File: config.mk
export PLATFORM = sky130hd
export DESIGN_NAME = modbus_battery_poller_unit_flat
export DESIGN_NICKNAME = d
export VERILOG_FILES = /design/src/rtl/mbp_pkg.sv /design/src/rtl/mbp_ifs.sv /design/src/rtl/mbp_front.sv /design/src/rtl/mbp_queue.sv /design/src/rtl/mbp_back.sv /design/src/rtl/modbus_battery_poller_unit.sv /design/src/flat_wrapper.sv
export SDC_FILE = /design/constraint.sdc
export NUM_CORES = 1
export LEC_CHECK = 0
export BUFFER_PORTS_ARGS = -buffer_cell sky130_fd_sc_hd__buf_4
export CORE_ASPECT_RATIO = 1.5
export CORE_MARGIN = 2
export CORE_UTILIZATION = 48
export CTS_BUF_LIST = sky130_fd_sc_hd__clkbuf_16
export DETAILED_ROUTE_END_ITERATION = 16
export PLACE_DENSITY = 0.65
export SYNTH_ARGS = -nofsm -noshare
export SYNTH_HDL_FRONTEND = slang
export SYNTH_HIERARCHICAL = 1
export SYNTH_SLANG_ARGS = --single-unit
export TNS_END_PERCENT = 5
File: constraint.sdc
create_clock -name clock -period 3.1 [get_ports clock]
set_clock_uncertainty 0.1 [all_clocks]
set_input_delay 0.155 -clock clock [delete_from_list [all_inputs] [get_ports clock]]
set_output_delay 0.155 -clock clock [all_outputs]
set_load 0.01 [all_outputs]
File: src/rtl/mbp_pkg.sv
`default_nettype none
// ----------------------------------------------------------------------------
// mbp_pkg
// Types, constants and request frame tables of the battery poller.
// ----------------------------------------------------------------------------
package mbp_pkg;

   localparam int Q_DEPTH_DEFAULT = 4;

   localparam int HDR_DEPTH = 7;
   localparam int HDR_IDX_W = 3;
   localparam int LEN_W     = 4;
   localparam int FRAME_LEN = 8;
   localparam int BIDX_W    = 3;

   localparam logic [LEN_W-1:0]  LEN_MAX     = 4'd15;
   localparam logic [LEN_W-1:0]  LEN_MIN     = 4'd5;
   localparam logic [LEN_W-1:0]  LEN_SOC     = 4'd7;
   localparam logic [LEN_W-1:0]  LEN_PWR     = 4'd9;
   localparam logic [BIDX_W-1:0] BIDX_LAST   = 3'(FRAME_LEN - 1);

   localparam logic [7:0] SLAVE_ID    = 8'h01;
   localparam logic [7:0] FUNC_READ   = 8'h03;
   localparam logic [7:0] BCNT_PWR    = 8'h04;
   localparam logic [7:0] BCNT_SOC    = 8'h02;
   localparam logic [7:0] REG_SOC     = 8'h28;
   localparam logic [7:0] CNT_SOC     = 8'h01;
   localparam logic [7:0] REG_PWR     = 8'h13;
   localparam logic [7:0] CNT_PWR     = 8'h02;

   localparam logic [15:0] CRC_INIT   = 16'hFFFF;
   localparam logic [15:0] CRC_POLY   = 16'hA001;

   localparam logic [7:0]  SOC_RESET       = 8'd100;
   localparam logic [6:0]  THRESHOLD_RESET = 7'd20;
   localparam logic [14:0] HALF_RESET      = 15'd1000;

   localparam logic CSR_THRESHOLD = 1'b0;
   localparam logic CSR_HALF      = 1'b1;

   localparam logic [1:0] OP_STATUS  = 2'd0;
   localparam logic [1:0] OP_REQ_SOC = 2'd1;
   localparam logic [1:0] OP_REQ_PWR = 2'd2;

   typedef struct packed {
      logic [6:0]  threshold;
      logic [14:0] half_period;
   } cfg_type;

   typedef struct packed {
      logic [1:0]         op;
      logic [7:0]         soc;
      logic signed [15:0] current;
      logic [15:0]        capacity;
   } entry_type;

   // CRC-16/MODBUS over six bytes, first byte in the top bits
   function automatic logic [15:0] crc16_6(input logic [47:0] frame);
      logic [15:0] crc;
      crc = CRC_INIT;
      for (int i = 5; i >= 0; i--) begin
         crc = crc ^ {8'h00, frame[i*8 +: 8]};
         for (int b = 0; b < 8; b++) begin
            crc = crc[0] ? ((crc >> 1) ^ CRC_POLY) : (crc >> 1);
         end
      end
      return crc;
   endfunction

   localparam logic [47:0] HEAD_SOC =
      {SLAVE_ID, FUNC_READ, 8'h00, REG_SOC, 8'h00, CNT_SOC};
   localparam logic [47:0] HEAD_PWR =
      {SLAVE_ID, FUNC_READ, 8'h00, REG_PWR, 8'h00, CNT_PWR};
   localparam logic [15:0] CRC_SOC = crc16_6(HEAD_SOC);
   localparam logic [15:0] CRC_PWR = crc16_6(HEAD_PWR);
   localparam logic [63:0] FRAME_SOC = {HEAD_SOC, CRC_SOC[7:0], CRC_SOC[15:8]};
   localparam logic [63:0] FRAME_PWR = {HEAD_PWR, CRC_PWR[7:0], CRC_PWR[15:8]};

   function automatic logic [7:0] req_byte(input logic [1:0] op,
                                           input logic [BIDX_W-1:0] idx);
      logic [63:0] frame;
      frame = (op == OP_REQ_SOC) ? FRAME_SOC : FRAME_PWR;
      return frame[(BIDX_LAST - idx)*8 +: 8];
   endfunction

endpackage
`default_nettype wire

File: src/rtl/mbp_ifs.sv
`default_nettype none
// ----------------------------------------------------------------------------
// mbp_ifs
// Channel interfaces: request words, response words, register writes.
// ----------------------------------------------------------------------------
interface mbp_req_if;
   logic       valid;
   logic       ready;
   logic       kind;
   logic [7:0] rx_byte;
   logic       rx_last;
   modport source(output valid, kind, rx_byte, rx_last, input ready);
   modport sink(input valid, kind, rx_byte, rx_last, output ready);
endinterface

interface mbp_rsp_if;
   logic               valid;
   logic               ready;
   logic               tx_valid;
   logic [7:0]         tx_byte;
   logic               tx_last;
   logic [7:0]         soc_percent;
   logic signed [15:0] current_centiamps;
   logic [15:0]        capacity_centiamphours;
   logic               need_charge;
   logic               charging;
   modport source(output valid, tx_valid, tx_byte, tx_last, soc_percent,
                  current_centiamps, capacity_centiamphours, need_charge,
                  charging, input ready);
   modport sink(input valid, tx_valid, tx_byte, tx_last, soc_percent,
                current_centiamps, capacity_centiamphours, need_charge,
                charging, output ready);
endinterface

interface mbp_csr_if;
   logic        valid;
   logic        ready;
   logic        index;
   logic [14:0] data;
   modport source(output valid, index, data, input ready);
   modport sink(input valid, index, data, output ready);
endinterface
`default_nettype wire

File: src/rtl/mbp_front.sv
`default_nettype none
// ----------------------------------------------------------------------------
// mbp_front
// Takes ticks and received bytes, runs the poll counter and frame parser,
// and queues one command per word with a status snapshot.
// ----------------------------------------------------------------------------
module mbp_front
   import mbp_pkg::*;
(
   input  logic      clock,
   input  logic      reset,
   mbp_req_if.sink   req,
   input  cfg_type   cfg,
   input  logic      q_full,
   output logic      q_push,
   output entry_type q_entry
);

   logic [15:0]        tick_ff, tick_in;
   logic [LEN_W-1:0]   len_ff, len_in, len_inc;
   logic [7:0]         soc_ff, soc_in;
   logic signed [15:0] cur_ff, cur_in;
   logic [15:0]        cap_ff, cap_in;
   logic [7:0]         hdr_ff [HDR_DEPTH];
   logic [7:0]         hv [HDR_DEPTH];
   logic [15:0]        tick_inc;
   logic [1:0]         op;
   logic               accept;
   logic               head_ok;

   assign req.ready = !q_full;
   assign accept    = req.valid && !q_full;
   assign q_push    = accept;

   assign tick_inc = tick_ff + 16'd1;
   assign len_inc  = (len_ff == LEN_MAX) ? LEN_MAX : len_ff + 4'd1;

   // header as it stands with this byte written
   always_comb begin
      for (int i = 0; i < HDR_DEPTH; i++) begin
         hv[i] = (len_ff == LEN_W'(i)) ? req.rx_byte : hdr_ff[i];
      end
   end

   assign head_ok = (len_inc >= LEN_MIN) && (hv[0] == SLAVE_ID) && (hv[1] == FUNC_READ);

   always_comb begin
      tick_in = tick_ff;
      len_in  = len_ff;
      soc_in  = soc_ff;
      cur_in  = cur_ff;
      cap_in  = cap_ff;
      op      = OP_STATUS;
      if (!req.kind) begin
         tick_in = tick_inc;
         priority if (tick_inc == {1'b0, cfg.half_period}) begin
            op = OP_REQ_SOC;
         end else if (tick_inc == {cfg.half_period, 1'b0}) begin
            op      = OP_REQ_PWR;
            tick_in = '0;
         end
      end else begin
         len_in = len_inc;
         if (req.rx_last) begin
            len_in = '0;
            priority if (head_ok && len_inc >= LEN_PWR && hv[2] == BCNT_PWR) begin
               cur_in = {hv[3], hv[4]};
               cap_in = {hv[5], hv[6]};
            end else if (head_ok && len_inc >= LEN_SOC && hv[2] == BCNT_SOC) begin
               soc_in = hv[4];
            end
         end
      end
   end

   always_ff @(posedge clock) begin
      if (reset) begin
         tick_ff <= '0;
         len_ff  <= '0;
         soc_ff  <= SOC_RESET;
         cur_ff  <= '0;
         cap_ff  <= '0;
      end else if (accept) begin
         tick_ff <= tick_in;
         len_ff  <= len_in;
         soc_ff  <= soc_in;
         cur_ff  <= cur_in;
         cap_ff  <= cap_in;
      end
   end

   always_ff @(posedge clock) begin
      if (accept && req.kind && len_ff < LEN_W'(HDR_DEPTH)) begin
         hdr_ff[len_ff[HDR_IDX_W-1:0]] <= req.rx_byte;
      end
   end

   always_comb begin
      q_entry.op       = op;
      q_entry.soc      = soc_in;
      q_entry.current  = cur_in;
      q_entry.capacity = cap_in;
   end

endmodule
`default_nettype wire

File: src/rtl/mbp_queue.sv
`default_nettype none
// ----------------------------------------------------------------------------
// mbp_queue
// Small command FIFO between front and back.
// ----------------------------------------------------------------------------
module mbp_queue
   import mbp_pkg::*;
#(
   parameter int Depth = Q_DEPTH_DEFAULT
)(
   input  logic      clock,
   input  logic      reset,
   input  logic      push,
   input  entry_type push_entry,
   output logic      full,
   input  logic      pop,
   output logic      head_valid,
   output entry_type head_entry
);

   localparam int PtrW = (Depth > 1) ? $clog2(Depth) : 1;
   localparam int CntW = $clog2(Depth + 1);
   localparam logic [PtrW-1:0] PtrLast = PtrW'(Depth - 1);

   entry_type         mem_ff [Depth];
   logic [PtrW-1:0]   wr_ff, wr_in, rd_ff, rd_in;
   logic [CntW-1:0]   cnt_ff, cnt_in;
   logic              do_push, do_pop;

   assign full       = (cnt_ff == CntW'(Depth));
   assign head_valid = (cnt_ff != '0);
   assign head_entry = mem_ff[rd_ff];
   assign do_push    = push && !full;
   assign do_pop     = pop && head_valid;

   always_comb begin
      wr_in  = wr_ff;
      rd_in  = rd_ff;
      cnt_in = cnt_ff;
      if (do_push) begin
         wr_in = (wr_ff == PtrLast) ? '0 : wr_ff + 1'b1;
      end
      if (do_pop) begin
         rd_in = (rd_ff == PtrLast) ? '0 : rd_ff + 1'b1;
      end
      if (do_push && !do_pop) begin
         cnt_in = cnt_ff + 1'b1;
      end else if (do_pop && !do_push) begin
         cnt_in = cnt_ff - 1'b1;
      end
   end

   always_ff @(posedge clock) begin
      if (reset) begin
         wr_ff  <= '0;
         rd_ff  <= '0;
         cnt_ff <= '0;
      end else begin
         wr_ff  <= wr_in;
         rd_ff  <= rd_in;
         cnt_ff <= cnt_in;
      end
   end

   always_ff @(posedge clock) begin
      if (do_push) begin
         mem_ff[wr_ff] <= push_entry;
      end
   end

endmodule
`default_nettype wire

File: src/rtl/mbp_back.sv
`default_nettype none
// ----------------------------------------------------------------------------
// mbp_back
// Expands queued commands into response words: eight request bytes or one
// status word, held in an output register.
// ----------------------------------------------------------------------------
module mbp_back
   import mbp_pkg::*;
(
   input  logic      clock,
   input  logic      reset,
   input  cfg_type   cfg,
   input  logic      head_valid,
   input  entry_type head_entry,
   output logic      pop,
   mbp_rsp_if.source rsp
);

   logic               valid_ff;
   logic [BIDX_W-1:0]  bidx_ff;
   logic               txv_ff, txl_ff, need_ff, chg_ff;
   logic [7:0]         txb_ff, soc_ff;
   logic signed [15:0] cur_ff;
   logic [15:0]        cap_ff;
   logic               load, is_req, last;

   assign load   = head_valid && (!valid_ff || rsp.ready);
   assign is_req = (head_entry.op != OP_STATUS);
   assign last   = !is_req || (bidx_ff == BIDX_LAST);
   assign pop    = load && last;

   always_ff @(posedge clock) begin
      if (reset) begin
         valid_ff <= 1'b0;
         bidx_ff  <= '0;
      end else if (load) begin
         valid_ff <= 1'b1;
         bidx_ff  <= last ? '0 : bidx_ff + 1'b1;
      end else if (rsp.ready) begin
         valid_ff <= 1'b0;
      end
   end

   always_ff @(posedge clock) begin
      if (load) begin
         txv_ff  <= is_req;
         txb_ff  <= is_req ? req_byte(head_entry.op, bidx_ff) : 8'h00;
         txl_ff  <= last;
         soc_ff  <= head_entry.soc;
         cur_ff  <= head_entry.current;
         cap_ff  <= head_entry.capacity;
         need_ff <= (head_entry.soc < {1'b0, cfg.threshold});
         chg_ff  <= !head_entry.current[15] && (head_entry.current != '0);
      end
   end

   assign rsp.valid                  = valid_ff;
   assign rsp.tx_valid               = txv_ff;
   assign rsp.tx_byte                = txb_ff;
   assign rsp.tx_last                = txl_ff;
   assign rsp.soc_percent            = soc_ff;
   assign rsp.current_centiamps      = cur_ff;
   assign rsp.capacity_centiamphours = cap_ff;
   assign rsp.need_charge            = need_ff;
   assign rsp.charging               = chg_ff;

endmodule
`default_nettype wire

File: src/rtl/modbus_battery_poller_unit.sv
`default_nettype none
// ----------------------------------------------------------------------------
// modbus_battery_poller_unit
// Modbus RTU poller for a battery monitor: alternating read requests with
// CRC-16, response frame parsing, SOC/current/capacity status.
// ----------------------------------------------------------------------------
//  channel | dir | words
//  req_bus | in  | kind, rx_byte, rx_last
//  rsp_bus | out | tx_valid, tx_byte, tx_last, status fields
//  csr_bus | in  | index, data (0 threshold, 1 half period)
//
//  A tick or byte is taken while the command queue has room.
//  Each word yields one response word; a poll tick yields eight, counted by
//  the back end's byte counter, one per cycle while rsp_bus is ready.
//  The queue (QueueDepth entries) and the output register decouple stalls.
//  Synchronous reset clears counters, queue and status (SOC to 100).
// ----------------------------------------------------------------------------
module modbus_battery_poller_unit
   import mbp_pkg::*;
#(
   parameter int QueueDepth = Q_DEPTH_DEFAULT
)(
   input  logic      clock,
   input  logic      reset,
   mbp_req_if.sink   req_bus,
   mbp_rsp_if.source rsp_bus,
   mbp_csr_if.sink   csr_bus
);

   cfg_type   cfg_ff;
   logic      q_full, q_push, q_pop, q_valid;
   entry_type q_in, q_head;

   assign csr_bus.ready = 1'b1;

   always_ff @(posedge clock) begin
      if (reset) begin
         cfg_ff.threshold   <= THRESHOLD_RESET;
         cfg_ff.half_period <= HALF_RESET;
      end else if (csr_bus.valid) begin
         unique case (csr_bus.index)
            CSR_THRESHOLD: cfg_ff.threshold   <= csr_bus.data[6:0];
            CSR_HALF:      cfg_ff.half_period <= csr_bus.data;
            default: ;
         endcase
      end
   end

   mbp_front u_front (
      .clock   (clock),
      .reset   (reset),
      .req     (req_bus),
      .cfg     (cfg_ff),
      .q_full  (q_full),
      .q_push  (q_push),
      .q_entry (q_in)
   );

   mbp_queue #(
      .Depth (QueueDepth)
   ) u_queue (
      .clock      (clock),
      .reset      (reset),
      .push       (q_push),
      .push_entry (q_in),
      .full       (q_full),
      .pop        (q_pop),
      .head_valid (q_valid),
      .head_entry (q_head)
   );

   mbp_back u_back (
      .clock      (clock),
      .reset      (reset),
      .cfg        (cfg_ff),
      .head_valid (q_valid),
      .head_entry (q_head),
      .pop        (q_pop),
      .rsp        (rsp_bus)
   );

endmodule
`default_nettype wire

File: src/flat_wrapper.sv
// flat-port wrapper written by rule: the top's interface ports become plain ports
module modbus_battery_poller_unit_flat import mbp_pkg::*;
#(
   parameter int QueueDepth = Q_DEPTH_DEFAULT
)
  (clock, reset, req_bus_valid, req_bus_kind, req_bus_rx_byte, req_bus_rx_last, req_bus_ready, rsp_bus_valid, rsp_bus_tx_valid, rsp_bus_tx_byte, rsp_bus_tx_last, rsp_bus_soc_percent, rsp_bus_current_centiamps, rsp_bus_capacity_centiamphours, rsp_bus_need_charge, rsp_bus_charging, rsp_bus_ready, csr_bus_valid, csr_bus_index, csr_bus_data, csr_bus_ready);
  mbp_req_if req_bus_i ();
  mbp_rsp_if rsp_bus_i ();
  mbp_csr_if csr_bus_i ();
  input  logic clock;
  input  logic reset;
  input wire logic [$bits(req_bus_i.valid)-1:0] req_bus_valid;
  input wire logic [$bits(req_bus_i.kind)-1:0] req_bus_kind;
  input wire logic [$bits(req_bus_i.rx_byte)-1:0] req_bus_rx_byte;
  input wire logic [$bits(req_bus_i.rx_last)-1:0] req_bus_rx_last;
  output wire logic [$bits(req_bus_i.ready)-1:0] req_bus_ready;
  output wire logic [$bits(rsp_bus_i.valid)-1:0] rsp_bus_valid;
  output wire logic [$bits(rsp_bus_i.tx_valid)-1:0] rsp_bus_tx_valid;
  output wire logic [$bits(rsp_bus_i.tx_byte)-1:0] rsp_bus_tx_byte;
  output wire logic [$bits(rsp_bus_i.tx_last)-1:0] rsp_bus_tx_last;
  output wire logic [$bits(rsp_bus_i.soc_percent)-1:0] rsp_bus_soc_percent;
  output wire logic [$bits(rsp_bus_i.current_centiamps)-1:0] rsp_bus_current_centiamps;
  output wire logic [$bits(rsp_bus_i.capacity_centiamphours)-1:0] rsp_bus_capacity_centiamphours;
  output wire logic [$bits(rsp_bus_i.need_charge)-1:0] rsp_bus_need_charge;
  output wire logic [$bits(rsp_bus_i.charging)-1:0] rsp_bus_charging;
  input wire logic [$bits(rsp_bus_i.ready)-1:0] rsp_bus_ready;
  input wire logic [$bits(csr_bus_i.valid)-1:0] csr_bus_valid;
  input wire logic [$bits(csr_bus_i.index)-1:0] csr_bus_index;
  input wire logic [$bits(csr_bus_i.data)-1:0] csr_bus_data;
  output wire logic [$bits(csr_bus_i.ready)-1:0] csr_bus_ready;
  assign req_bus_i.valid = req_bus_valid;
  assign req_bus_i.kind = req_bus_kind;
  assign req_bus_i.rx_byte = req_bus_rx_byte;
  assign req_bus_i.rx_last = req_bus_rx_last;
  assign req_bus_ready = req_bus_i.ready;
  assign rsp_bus_valid = rsp_bus_i.valid;
  assign rsp_bus_tx_valid = rsp_bus_i.tx_valid;
  assign rsp_bus_tx_byte = rsp_bus_i.tx_byte;
  assign rsp_bus_tx_last = rsp_bus_i.tx_last;
  assign rsp_bus_soc_percent = rsp_bus_i.soc_percent;
  assign rsp_bus_current_centiamps = rsp_bus_i.current_centiamps;
  assign rsp_bus_capacity_centiamphours = rsp_bus_i.capacity_centiamphours;
  assign rsp_bus_need_charge = rsp_bus_i.need_charge;
  assign rsp_bus_charging = rsp_bus_i.charging;
  assign rsp_bus_i.ready = rsp_bus_ready;
  assign csr_bus_i.valid = csr_bus_valid;
  assign csr_bus_i.index = csr_bus_index;
  assign csr_bus_i.data = csr_bus_data;
  assign csr_bus_ready = csr_bus_i.ready;
  modbus_battery_poller_unit #(.QueueDepth(QueueDepth)) u_core (.clock(clock), .reset(reset), .req_bus(req_bus_i), .rsp_bus(rsp_bus_i), .csr_bus(csr_bus_i));
endmodule
==> impl_metrics.env, run 1 <==
export IMPL_status="complete, no violations"
export IMPL_post_synth_top_count_cell="sky130_fd_sc_hd__edfxtp_1"
export IMPL_cts_inserted_buffers=36
export IMPL_drc_errors=0
export IMPL_ys_warnings_count=6
export IMPL_vias=9948
export IMPL_start_util_pct=48.5
export IMPL_total_power_mw=13.4
export IMPL_layout_drive_gt1_share_pct=24.4
export IMPL_synth_cells_most_frequent="sky130_fd_sc_hd__edfxtp_1 (275), sky130_fd_sc_hd__nand2_1 (141), sky130_fd_sc_hd__dfxtp_1 (95)"
export IMPL_share_of_the_synthesized_area_in_the_top_cell_type_pct=52.3
export IMPL_worstReg2RegEnd="u_core/u_front/tick_ff[2]$_SDFFE_PP0P_"
export IMPL_min_path_cells=2
export IMPL_postRouteAntennaNets=0
export IMPL_reg2reg_depth=10
export IMPL_synth_enable_flop_cells=275
export IMPL_pwr_share_comb_pct=19.5
export IMPL_syn_cell_area_um2=15800
export IMPL_drt_pass1_iter_count=5
export IMPL_coreArea_um2=32500
export IMPL_critPathLaunchType="register"
export IMPL_die_height_um=226
export IMPL_synthDistinctLibCells=81
export IMPL_switchingPower_mw=3.52
export IMPL_placement_rows=81
export IMPL_min_to="u_core/u_queue/cnt_ff[1]$_SDFFE_PP0P_"
export IMPL_finalNetCount=1394
export IMPL_timing_critical_path_cells="ha_2 > nand3_4 > or4_4 > o21ai_2 > a311oi_2 > nor4b_4 > a2111oi_4 > buf_6 > or4b_1 > a31oi_1"
export IMPL_cts_htree_levels=2
export IMPL_clock_sink_count=370
export IMPL_fin_tns_setup_ps=0
export IMPL_port_buffers=84
export IMPL_maxCapViolCount=0
export IMPL_syn_inst=1161
export IMPL_place_detailed_hpwl_um=23800
export IMPL_min_period_over_period_pct=98.3
export IMPL_wl_per_cell_um=20.1
export IMPL_die_w_um=152
export IMPL_ctsLongestPathBuffers=3
export IMPL_antenna_found_initial=0
export IMPL_min_from="reset"
export IMPL_syn_num_nets=1212
export IMPL_yosys_area_top_type="sky130_fd_sc_hd__edfxtp_1"
export IMPL_power_density_of_the_placed_cells_nw_per_um2=707
export IMPL_slowest_delay_ps=580
export IMPL_clock_tree_from_tritoncts="done"
export IMPL_timing_reg2reg_setup_slack_ps=50
export IMPL_post_synth_main_area_contributors="sky130_fd_sc_hd__edfxtp_1 (52%), sky130_fd_sc_hd__dfxtp_1 (12%), sky130_fd_sc_hd__mux4_2 (6.0%)"
export IMPL_die_area_um2=34400
export IMPL_drtIter0Drc=557
export IMPL_synth_seq_cells=370
export IMPL_setup_violations=0
export IMPL_antennaDiodeCount=0
export IMPL_cpLargestDelayFamily="simple AND/OR/NAND/NOR gates"
export IMPL_vias_per_cell=5.58
export IMPL_post_synth_cell_area_avg_um2=13.6
export IMPL_share_seq_of_total_power_pct=48.7
export IMPL_first_global_vias=10000
export IMPL_critical_path_endpoint_type="register"
export IMPL_globalRoute_totalOverflow=0
export IMPL_routed_wl_um=35800
export IMPL_switching_share_pct=26.3
export IMPL_vdd_drop_max_v=0.000490
export IMPL_ys_seq_area_share_pct=64.4
export IMPL_ys_async_sr_fraction_pct=0
export IMPL_cts_root_buffer_cell="sky130_fd_sc_hd__clkbuf_16"
export IMPL_relSlewSlack_pct=38.4
export IMPL_final_min_clock_period_ps=3050
export IMPL_crit_path_max_fanout=10
export IMPL_grt_total_usage_pct=20.8
export IMPL_grt_max_degree=83
export IMPL_timing_setup_critical_path_class="reg -> reg"
export IMPL_rsz0062_at_grt="yes"
export IMPL_regToRegStartpoint="u_core/u_front/tick_ff[0]$_SDFFE_PP0P_"
export IMPL_maxClockFrequency_ghz=0.328
export IMPL_p_leak_nw=6.75
export IMPL_grt_pass1_wl_um=55500
export IMPL_io_pins=86
export IMPL_timing_worst_slew_pin_value_ps=923
export IMPL_cts_clock_pin_slew_for_the_worst_setup_and_hold_paths_ps=60
export IMPL_area_growth_synth_to_final_pct=20.2
export IMPL_final_max_slew_violation_count=0
export IMPL_fill_cells=2554
export IMPL_synth_flop_cell="sky130_fd_sc_hd__edfxtp_1"
export IMPL_timing_critical_path_slowest_stage_cell="sky130_fd_sc_hd__or4_4"
export IMPL_critical_path_buf_inv_count=1
export IMPL_internal_power_mw=9.88
export IMPL_cp_arrival_ps=3380
export IMPL_report_final_hold_viol_count=0
export IMPL_gp_congestion=0.928
export IMPL_cp_data_required_time_ps=3440
export IMPL_crit_path_start="u_core/u_front/tick_ff[0]$_SDFFE_PP0P_"
export IMPL_min_path_type="in -> reg"
export IMPL_clock_latency_ps=520
export IMPL_p_clk_share_pct=31.8
## registers in the layout (all words and copies together), names as in the netlist, 4 cells and up, named ones only
| signal | count |
|---|---|
| u_core/u_queue/mem_ff | 168 |
| u_core/u_front/hdr_ff | 56 |
| u_core/cfg_ff | 22 |
| u_core/u_back/rsp.capacity_centiamphours | 16 |
| u_core/u_back/rsp.current_centiamps | 16 |
| u_core/u_front/cap_ff | 16 |
| u_core/u_front/cur_ff | 16 |
| u_core/u_front/tick_ff | 16 |
| u_core/u_back/rsp.soc_percent | 8 |
| u_core/u_front/soc_ff | 8 |
| u_core/u_back/rsp.tx_byte | 7 |
| u_core/u_front/len_ff | 4 |
## layer usage
| layer | global-route usage [%] | share of wire (%) | vias up |
|---|---|---|---|
| li1 | - | - | 4734 |
| met1 | 22.5 | 37 | 4914 |
| met2 | 39.6 | 55 | 218 |
| met3 | 2.86 | 3.7 | 82 |
| met4 | 10.7 | 4.9 | 0 |
| met5 | 0 | 0 | - |
## layout make-up
| type | count | area, um^2 | share of cell area (%) |
|---|---|---|---|
| Timing Repair Buffer | 217 | 1800 | 9.50 |
| Tap cell | 415 | 519 | 2.74 |
| Clock inverter | 26 | 205 | 1.08 |
| Inverter | 33 | 129 | 0.679 |
| Multi-Input combinational cell | 685 | 5190 | 27.4 |
| Sequential cell | 370 | 10200 | 53.6 |
| Clock buffer | 38 | 951 | 5.01 |
## worst reg2reg max path, stage by stage, from the launching register on
cell                        delay (ps)
sky130_fd_sc_hd__dfxtp_4           370
sky130_fd_sc_hd__ha_2              210
sky130_fd_sc_hd__nand3_4           100
sky130_fd_sc_hd__or4_4             580
sky130_fd_sc_hd__o21ai_2           150
sky130_fd_sc_hd__a311oi_2          130
sky130_fd_sc_hd__nor4b_4           380
sky130_fd_sc_hd__a2111oi_4         130
sky130_fd_sc_hd__buf_6             160
sky130_fd_sc_hd__or4b_1            490
sky130_fd_sc_hd__a31oi_1           160
## repair_timing
action / in CTS / in global routing
setup endpoints to repair: 17 / 28
hold buffers: 41 / 0
pin swaps: 2 / 8
setup buffers: 0 / 3
hold endpoints to repair: 85 / 0
resized for setup: 7 / 14
## power groups by stage
stage / sequential [mW] / clock [mW] / combinational [mW]
after floorplan: 6.74 / 0 / 1.31
after global placement: 6.59 / 0 / 2.57
after detailed placement: 6.63 / 0 / 2.61
after CTS: 6.53 / 4.37 / 2.66
after global routing: 6.59 / 4.54 / 2.80
final: 6.52 / 4.27 / 2.61
## how the worst max path moves through the flow
stage | slack, ps | cells after the start | endpoint
floorplan | -150 | 12 | u_core/u_queue/mem_ff[0][41]$_DFFE_PP_
finish | 50 | 10 | u_core/u_front/tick_ff[2]$_SDFFE_PP0P_
global route | -150 | 11 | u_core/u_front/tick_ff[2]$_SDFFE_PP0P_
CTS | 1 | 10 | u_core/u_front/tick_ff[5]$_SDFFE_PP0P_
detailed placement | -120 | 10 | u_core/u_front/tick_ff[14]$_SDFFE_PP0P_
global placement | -80 | 10 | u_core/u_front/tick_ff[2]$_SDFFE_PP0P_
## cell usage in the layout (no fill, tap or decap), types with 6 or more instances in the layout
cell type                       netlist  layout
sky130_fd_sc_hd__nand4_1             11      11
sky130_fd_sc_hd__a31oi_1             20      20
sky130_fd_sc_hd__nand3b_1            15      15
sky130_fd_sc_hd__dlygate4sd3_1        0      41
sky130_fd_sc_hd__xor2_1              13      12
sky130_fd_sc_hd__nor4_1              12      11
sky130_fd_sc_hd__clkinv_1             0       7
sky130_fd_sc_hd__dfxtp_1             95      88
sky130_fd_sc_hd__nor3_1              17      16
sky130_fd_sc_hd__ha_1                19      18
sky130_fd_sc_hd__a21oi_1             69      69
sky130_fd_sc_hd__mux2i_1             34      34
sky130_fd_sc_hd__a21bo_1              7       7
sky130_fd_sc_hd__nor2_1              32      31
sky130_fd_sc_hd__edfxtp_1           275     275
sky130_fd_sc_hd__buf_4               13     169
sky130_fd_sc_hd__nand2b_1            18      18
sky130_fd_sc_hd__mux2_2              25      25
sky130_fd_sc_hd__nor3b_1              6       6
sky130_fd_sc_hd__nor2b_1              9       9
sky130_fd_sc_hd__clkbuf_16            0      38
sky130_fd_sc_hd__o21ai_0             39      39
sky130_fd_sc_hd__nand3_1             23      22
sky130_fd_sc_hd__and3_1              12      11
sky130_fd_sc_hd__or4_1               13      13
sky130_fd_sc_hd__mux4_2              42      42
sky130_fd_sc_hd__inv_1               31      39
sky130_fd_sc_hd__a211o_1              6       6
sky130_fd_sc_hd__xnor2_1             20      20
sky130_fd_sc_hd__nand2_1            141     141
sky130_fd_sc_hd__and3_2               5       6
## kinds of logic after synthesis
logic type                 after synthesis  synth area share [%]
AOI/OAI and AO/OA                      186                  7.55
xor gates and xnor gates                34                  1.93
adders and majority gates               20                  1.63
buffers and inverters                  106                  3.18
DFF                                    370                  64.4
muxes                                  101                  9.93
other                                    1                0.0238
and+or+nand+nor                        343                  11.4
## through the flow
step | cell area, um^2 | utilization (%) | worst slack, ps | hold WS (ps) | std cells
floorplan | 15800 | - | -147 | 124 | 1161
global placement | 17300 | 53.2 | -77.9 | 320 | 1676
detailed placement | 17300 | 53.2 | -115 | 326 | 1676
CTS | 18900 | 58.1 | 1.24 | 90.0 | 1781
global route | 19000 | 58.3 | -153 | 124 | 1784
finish | 19000 | 58.3 | 53.8 | 74.0 | 1784
(Power assumes the default switching activity.)
==> inputs of run 2 (changes only) <==
--- a/constraint.sdc
+++ b/constraint.sdc
@@ -3,3 +3,3 @@
 set_input_delay 0.155 -clock clock [delete_from_list [all_inputs] [get_ports clock]]
 set_output_delay 0.155 -clock clock [all_outputs]
-set_load 0.01 [all_outputs]
+set_load 0.05 [all_outputs]
==> run 2 against run 1 <==
Net effect: design area is 0.59% lower; utilization is 0.34 points lower; routed wire length is 1.7% lower; non-clock buffer count is 8 lower; maximum frequency is 1.5% lower; global-route usage is 0.54 points lower; critical path type unchanged; clock power is 4% lower; worst hold slack better by 16 ps; critical path depth stayed put.
==> impl_metrics.env, run 2 (synthesis gave the netlist of run 1 again) <==
export IMPL_critical_path_endpoint_type="register"
export IMPL_min_path_type="in -> reg"
export IMPL_setup_violations=0
export IMPL_p_leak_nw=6.71
export IMPL_layout_cells_most_common_list="sky130_fd_sc_hd__edfxtp_1 (275), sky130_fd_sc_hd__buf_4 (163), sky130_fd_sc_hd__nand2_1 (141)"
export IMPL_max_flop_register="u_core/u_queue/mem_ff"
export IMPL_layout_drive_gt1_share_pct=23.9
export IMPL_coreArea_um2=32500
export IMPL_die_area_um2=34400
export IMPL_critPathLaunchType="register"
export IMPL_maxClockFrequency_ghz=0.323
export IMPL_wl_per_cell_um=19.8
export IMPL_die_w_um=152
export IMPL_io_pins=86
export IMPL_timing_critical_path_slowest_stage_cell="sky130_fd_sc_hd__or4_4"
export IMPL_min_to="u_core/u_queue/wr_ff[0]$_SDFFE_PP0P_"
export IMPL_post_cts_buffers=0
export IMPL_first_global_vias=9872
export IMPL_maxCapViolCount=0
export IMPL_min_period_over_period_pct=99.8
export IMPL_vdd_drop_max_v=0.000495
export IMPL_timing_reg2reg_setup_slack_ps=7
export IMPL_largest_register_ffs=168
export IMPL_grt_max_degree=87
export IMPL_final_common_cell="sky130_fd_sc_hd__edfxtp_1"
export IMPL_cts_clock_pin_slew_for_the_worst_setup_and_hold_paths_ps=60
export IMPL_switching_share_pct=31.8
export IMPL_clock_latency_ps=530
export IMPL_cp_data_required_time_ps=3440
export IMPL_clock_tree_from_tritoncts="done"
export IMPL_worstReg2RegEnd="u_core/u_front/tick_ff[7]$_SDFFE_PP0P_"
export IMPL_share_seq_of_total_power_pct=45.4
export IMPL_fin_tns_setup_ps=0
export IMPL_pre_cts_ws_ps=-24.0
export IMPL_drtIter0Drc=503
export IMPL_grt_total_usage_pct=20.3
export IMPL_pwr_share_comb_pct=26.0
export IMPL_status="complete, no violations"
export IMPL_min_from="req_bus_valid"
export IMPL_relSlewSlack_pct=37.2
export IMPL_place_detailed_hpwl_um=23300
export IMPL_antennaDiodeCount=0
export IMPL_area_growth_synth_to_final_pct=19.5
export IMPL_gp_congestion=0.945
export IMPL_slowest_delay_ps=560
export IMPL_power_density_of_the_placed_cells_nw_per_um2=761
export IMPL_drc_errors=0
export IMPL_die_height_um=226
export IMPL_cp_arrival_ps=3430
export IMPL_cts_inserted_buffers=36
export IMPL_placement_rows=81
export IMPL_rsz0062_at_grt="yes"
export IMPL_vias_per_cell=5.57
export IMPL_regToRegStartpoint="u_core/u_front/tick_ff[0]$_SDFFE_PP0P_"
export IMPL_postRouteAntennaNets=0
export IMPL_p_clk_share_pct=28.6
export IMPL_vias=9891
export IMPL_globalRoute_totalOverflow=0
export IMPL_finalWorstSetupSlack_ps=6.65
export IMPL_cts_root_buffer_cell="sky130_fd_sc_hd__clkbuf_16"
export IMPL_reg2reg_depth=10
export IMPL_final_max_slew_violation_count=0
export IMPL_timing_critical_path_cells="ha_1 > nand3_2 > or4_4 > nor3_1 > a311oi_2 > nor4b_4 > a2111oi_4 > buf_12 > or4_1 > a31oi_1"
export IMPL_finalNetCount=1386
export IMPL_min_path_cells=6
export IMPL_cts_htree_levels=2
export IMPL_grt_pass1_wl_um=54100
export IMPL_port_buffers=84
export IMPL_crit_path_max_fanout=28
export IMPL_timing_worst_slew_pin_value_ps=942
export IMPL_antenna_found_initial=0
export IMPL_routed_wl_um=35200
export IMPL_final_min_clock_period_ps=3090
export IMPL_start_util_pct=48.5
export IMPL_timing_setup_critical_path_class="reg -> reg"
export IMPL_internal_power_mw=9.79
export IMPL_drt_pass1_iter_count=4
export IMPL_ctsLongestPathBuffers=3
export IMPL_report_final_hold_viol_count=0
export IMPL_clock_sink_count=370
export IMPL_switchingPower_mw=4.56
## run 2: layer usage
metal	share of wire (%)	global-route usage (%)	routed length, um
met1	39	22.5	13600
met2	54	38.4	19100
met3	3.0	2.80	1040
met4	4.2	9.32	1490
met5	0	0	0
## run 2: final cells by class
cell class / count / area [um^2]
fill: 2584 / 13700
multi-input combinational: 685 / 5180
sequential: 370 / 10200
clock buffer: 37 / 926
inverter: 33 / 133
timing repair buffer: 209 / 1750
tap: 415 / 519
clock inverter: 28 / 184
## run 2: worst max path at each step
stage / start / to / slack, ps / cells after the start
after floorplan: u_core/u_queue/cnt_ff[0]$_SDFFE_PP0P_ / u_core/u_queue/cnt_ff[2]$_SDFFE_PP0P_ / -160 / 15
after detailed placement: u_core/u_front/tick_ff[0]$_SDFFE_PP0P_ / u_core/u_front/tick_ff[2]$_SDFFE_PP0P_ / -20 / 10
final: u_core/u_front/tick_ff[0]$_SDFFE_PP0P_ / u_core/u_front/tick_ff[7]$_SDFFE_PP0P_ / 7 / 10
after CTS: u_core/u_front/tick_ff[1]$_SDFFE_PP0P_ / u_core/u_front/tick_ff[2]$_SDFFE_PP0P_ / -40 / 11
after global routing: u_core/u_front/tick_ff[1]$_SDFFE_PP0P_ / u_core/u_front/tick_ff[2]$_SDFFE_PP0P_ / -110 / 11
after global placement: u_core/u_front/tick_ff[0]$_SDFFE_PP0P_ / u_core/u_front/tick_ff[2]$_SDFFE_PP0P_ / -10 / 10
## run 2: metrics by stage
step / utilization, % / hold WS, ps / cell area [um^2] / total power, mW / std cells
detailed placement: 53.2 / 327 / 17300 / 10.4 / 1674
floorplan: - / 124 / 15800 / 9.17 / 1161
CTS: 57.8 / 78.2 / 18800 / 14.5 / 1777
global route: 58.0 / 110 / 18900 / 14.9 / 1777
finish: 58.0 / 89.7 / 18900 / 14.3 / 1777
global placement: 53.2 / 326 / 17300 / 10.3 / 1674
## run 2: critical path, delay by kind of cell (launching register included)
kind	cells	cell delay [ps]
buf+inv	1	170
simple gates	5	1810
fa+ha+maj	1	190
compound gates	3	380
flops	1	340
## run 2: repair_timing
item,CTS,global route
hold endpoints to repair,86,0
hold buffers,38,0
resized for setup,2,13
pin swaps,1,14
endpoints found under the setup margin,9,19
## run 2: power by group through the flow
stage | clock network (mW) | logic, mW | registers (mW)
finish | 4.10 | 3.72 | 6.52
global route | 4.39 | 3.94 | 6.59
CTS | 4.21 | 3.77 | 6.53
detailed placement | 0 | 3.73 | 6.63
floorplan | 0 | 1.35 | 7.82
global placement | 0 | 3.71 | 6.60
==> inputs of run 3 (changes only) <==
--- a/config.mk
+++ b/config.mk
@@ -12,4 +12,5 @@
 export CTS_BUF_LIST = sky130_fd_sc_hd__clkbuf_16
 export DETAILED_ROUTE_END_ITERATION = 16
+export GPL_TIMING_DRIVEN = 0
 export PLACE_DENSITY = 0.65
 export SYNTH_ARGS = -nofsm -noshare
==> constraint.sdc (replaced) <==
create_clock -name clock -period 3.1 [get_ports clock]
set_clock_uncertainty 0.1 [all_clocks]
set_input_delay 0.775 -clock clock [delete_from_list [all_inputs] [get_ports clock]]
set_output_delay 0.775 -clock clock [all_outputs]
set_load 0.05 [all_outputs]
==> run 3 against run 2 <==
Net effect: design area decreased by 1.7%; first-iteration DRC count increased by 15%; combinational power increased by 2%; the flow now finishes with violations (negative setup slack); critical endpoint is now u_core/u_queue/mem_ff[0][41]$_DFFE_PP_; clock power decreased by 2%.
==> impl_metrics.env, run 3 (synthesis gave the netlist of run 1 again) <==
export IMPL_final_common_cell="sky130_fd_sc_hd__edfxtp_1"
export IMPL_layout_cell_area_non_filler_um2=18500
export IMPL_layout_drive_gt1_share_pct=24.2
export IMPL_reg2reg_depth=11
export IMPL_area_growth_synth_to_final_pct=17.4
export IMPL_grt_total_usage_pct=21.0
export IMPL_drt_pass1_iter_count=5
export IMPL_min_period_over_period_pct=104
export IMPL_status="complete, but fails checks"
export IMPL_largest_register_ffs=168
export IMPL_antennaDiodeCount=0
export IMPL_rsz0062_at_grt="yes"
export IMPL_finalWorstSetupSlack_ps=-126
export IMPL_regToRegStartpoint="u_core/u_front/tick_ff[1]$_SDFFE_PP0P_"
export IMPL_cts_inserted_buffers=36
export IMPL_slowest_delay_ps=570
export IMPL_timing_critical_path_cells="ha_4 > nand3_4 > buf_6 > or4_4 > and4_1 > a311oi_2 > nor4b_4 > a2111oi_4 > buf_6 > buf_8 > nor2b_4"
export IMPL_postRouteAntennaNets=0
export IMPL_max_flop_register="u_core/u_queue/mem_ff"
export IMPL_final_max_slew_violation_count=0
export IMPL_timing_worst_slew_pin_value_ps=1270
export IMPL_placed_area_um2=17000
export IMPL_critical_path_buf_inv_count=3
export IMPL_maxClockFrequency_ghz=0.310
export IMPL_drtIter0Drc=579
export IMPL_worstReg2RegEnd="u_core/u_queue/mem_ff[0][41]$_DFFE_PP_"
export IMPL_timing_reg2reg_setup_slack_ps=-130
export IMPL_drc_errors=0
export IMPL_critical_path_endpoint_type="register"
export IMPL_die_area_um2=34400
export IMPL_cp_data_required_time_ps=3350
export IMPL_cpLargestDelayFamily="simple AND/OR/NAND/NOR gates"
export IMPL_maxCapViolCount=0
export IMPL_final_min_clock_period_ps=3230
export IMPL_critical_path_depth=11
export IMPL_coreArea_um2=32500
export IMPL_layout_cells_most_common_list="sky130_fd_sc_hd__edfxtp_1 (275), sky130_fd_sc_hd__nand2_1 (139), sky130_fd_sc_hd__buf_4 (117)"
export IMPL_vdd_drop_max_v=0.000452
export IMPL_start_util_pct=48.5
export IMPL_routed_wl_um=36400
export IMPL_grt_max_degree=43
export IMPL_min_path_type="reg -> reg"
export IMPL_crit_path_max_fanout=5
export IMPL_first_global_vias=9762
export IMPL_cell_mode_on_critical_path="sky130_fd_sc_hd__buf_6"
export IMPL_globalRoute_totalOverflow=0
export IMPL_total_power_mw=14.3
export IMPL_clock_sink_count=370
export IMPL_wl_per_cell_um=20.8
export IMPL_report_final_hold_viol_count=0
export IMPL_placement_rows=81
export IMPL_power_density_of_the_placed_cells_nw_per_um2=773
export IMPL_cts_htree_levels=2
export IMPL_critPathCapture="u_core/u_queue/mem_ff[0][41]$_DFFE_PP_"
export IMPL_timing_critical_path_slowest_stage_cell="sky130_fd_sc_hd__a2111oi_4"
export IMPL_finalNetCount=1360
export IMPL_cts_root_buffer_cell="sky130_fd_sc_hd__clkbuf_16"
export IMPL_vias_per_cell=5.66
export IMPL_crit_path_start="u_core/u_front/tick_ff[1]$_SDFFE_PP0P_"
export IMPL_ctsLongestPathBuffers=3
export IMPL_clock_latency_ps=520
export IMPL_io_pins=86
export IMPL_violations="negative setup slack"
export IMPL_port_buffers=84
export IMPL_place_detailed_hpwl_um=24700
export IMPL_setup_violations=19
export IMPL_grt_pass1_wl_um=55800
export IMPL_p_leak_nw=6.51
export IMPL_relSlewSlack_pct=15.4
export IMPL_cp_arrival_ps=3480
export IMPL_timing_setup_critical_path_class="reg -> reg"
export IMPL_critPathLaunchType="register"
export IMPL_die_height_um=226
export IMPL_gp_congestion=0.906
export IMPL_die_w_um=152
export IMPL_clock_tree_from_tritoncts="done"
export IMPL_antenna_found_initial=0
export IMPL_vias=9902
export IMPL_cts_clock_pin_slew_for_the_worst_setup_and_hold_paths_ps=60
## run 3: per-stage QoR
stage          std cells  TNS [ps]  hold slack [ps]  setup slack [ps]  util (%)
3_5_place_dp        1662   -177500              343             -1190      52.2
5_1_grt             1750     -4120              372              -238      57.0
6_report            1750     -1650              354              -126      57.0
2_1_floorplan       1161     -1920              332              -336         -
3_3_place_gp        1660   -191660              338             -1150      52.1
4_1_cts             1751     -1340              353              -143      56.9
## run 3: final cells by class
class,count,area (um^2)
clock buffer,37,926
timing repair buffer,114,906
tap,415,519
multi-input combinational,685,5280
inverter,33,131
fill,2634,14000
buffer,69,432
clock inverter,27,156
sequential,370,10200
## run 3: tightest hold or removal path, stage by stage, from the launching register on
cell and delay, ps:
sky130_fd_sc_hd__dfxtp_1 310, sky130_fd_sc_hd__nand2_1 50, sky130_fd_sc_hd__a21oi_1 50
## run 3: worst min-delay path by stage
stage                                            end                             startpoint  cells after the start  slack [ps]
5_1_grt        u_core/u_front/soc_ff[7]$_SDFFE_PP0P_  u_core/u_front/soc_ff[7]$_SDFFE_PP0P_                      2         370
6_report       u_core/u_front/cap_ff[7]$_SDFFE_PP0P_  u_core/u_front/cap_ff[7]$_SDFFE_PP0P_                      2         350
2_1_floorplan  u_core/u_front/soc_ff[2]$_SDFFE_PP1P_  u_core/u_front/soc_ff[2]$_SDFFE_PP1P_                      2         330
4_1_cts        u_core/u_front/soc_ff[7]$_SDFFE_PP0P_  u_core/u_front/soc_ff[7]$_SDFFE_PP0P_                      2         350
3_3_place_gp   u_core/u_front/cur_ff[7]$_SDFFE_PP0P_  u_core/u_front/cur_ff[7]$_SDFFE_PP0P_                      2         340
3_5_place_dp   u_core/u_front/soc_ff[7]$_SDFFE_PP0P_  u_core/u_front/soc_ff[7]$_SDFFE_PP0P_                      2         340
## run 3: what timing repair did
item                                    4_1_cts  5_1_grt
pin swaps                                    26       20
hold buffers                                  0        0
setup buffers                                25        4
resized for setup                            74       26
endpoints found under the setup margin      340      130
gates cloned                                  2        0
## run 3: layer usage
layer | wire, um | vias to the layer above | part of all wire (%) | GRT usage, %
met5 | 0 | - | 0 | 0
met4 | 1540 | 0 | 4.2 | 9.29
met3 | 1530 | 87 | 4.2 | 3.34
met2 | 19500 | 252 | 54 | 38.6
met1 | 13900 | 4904 | 38 | 24.1
li1 | - | 4659 | - | -
## run 3: where the power goes
part           switching, mW  leakage, nW  internal, mW
clock network           1.77        0.565          2.25
registers              0.245         3.39          6.26
logic                   2.58         2.56          1.23
total                   4.59         6.51          9.73
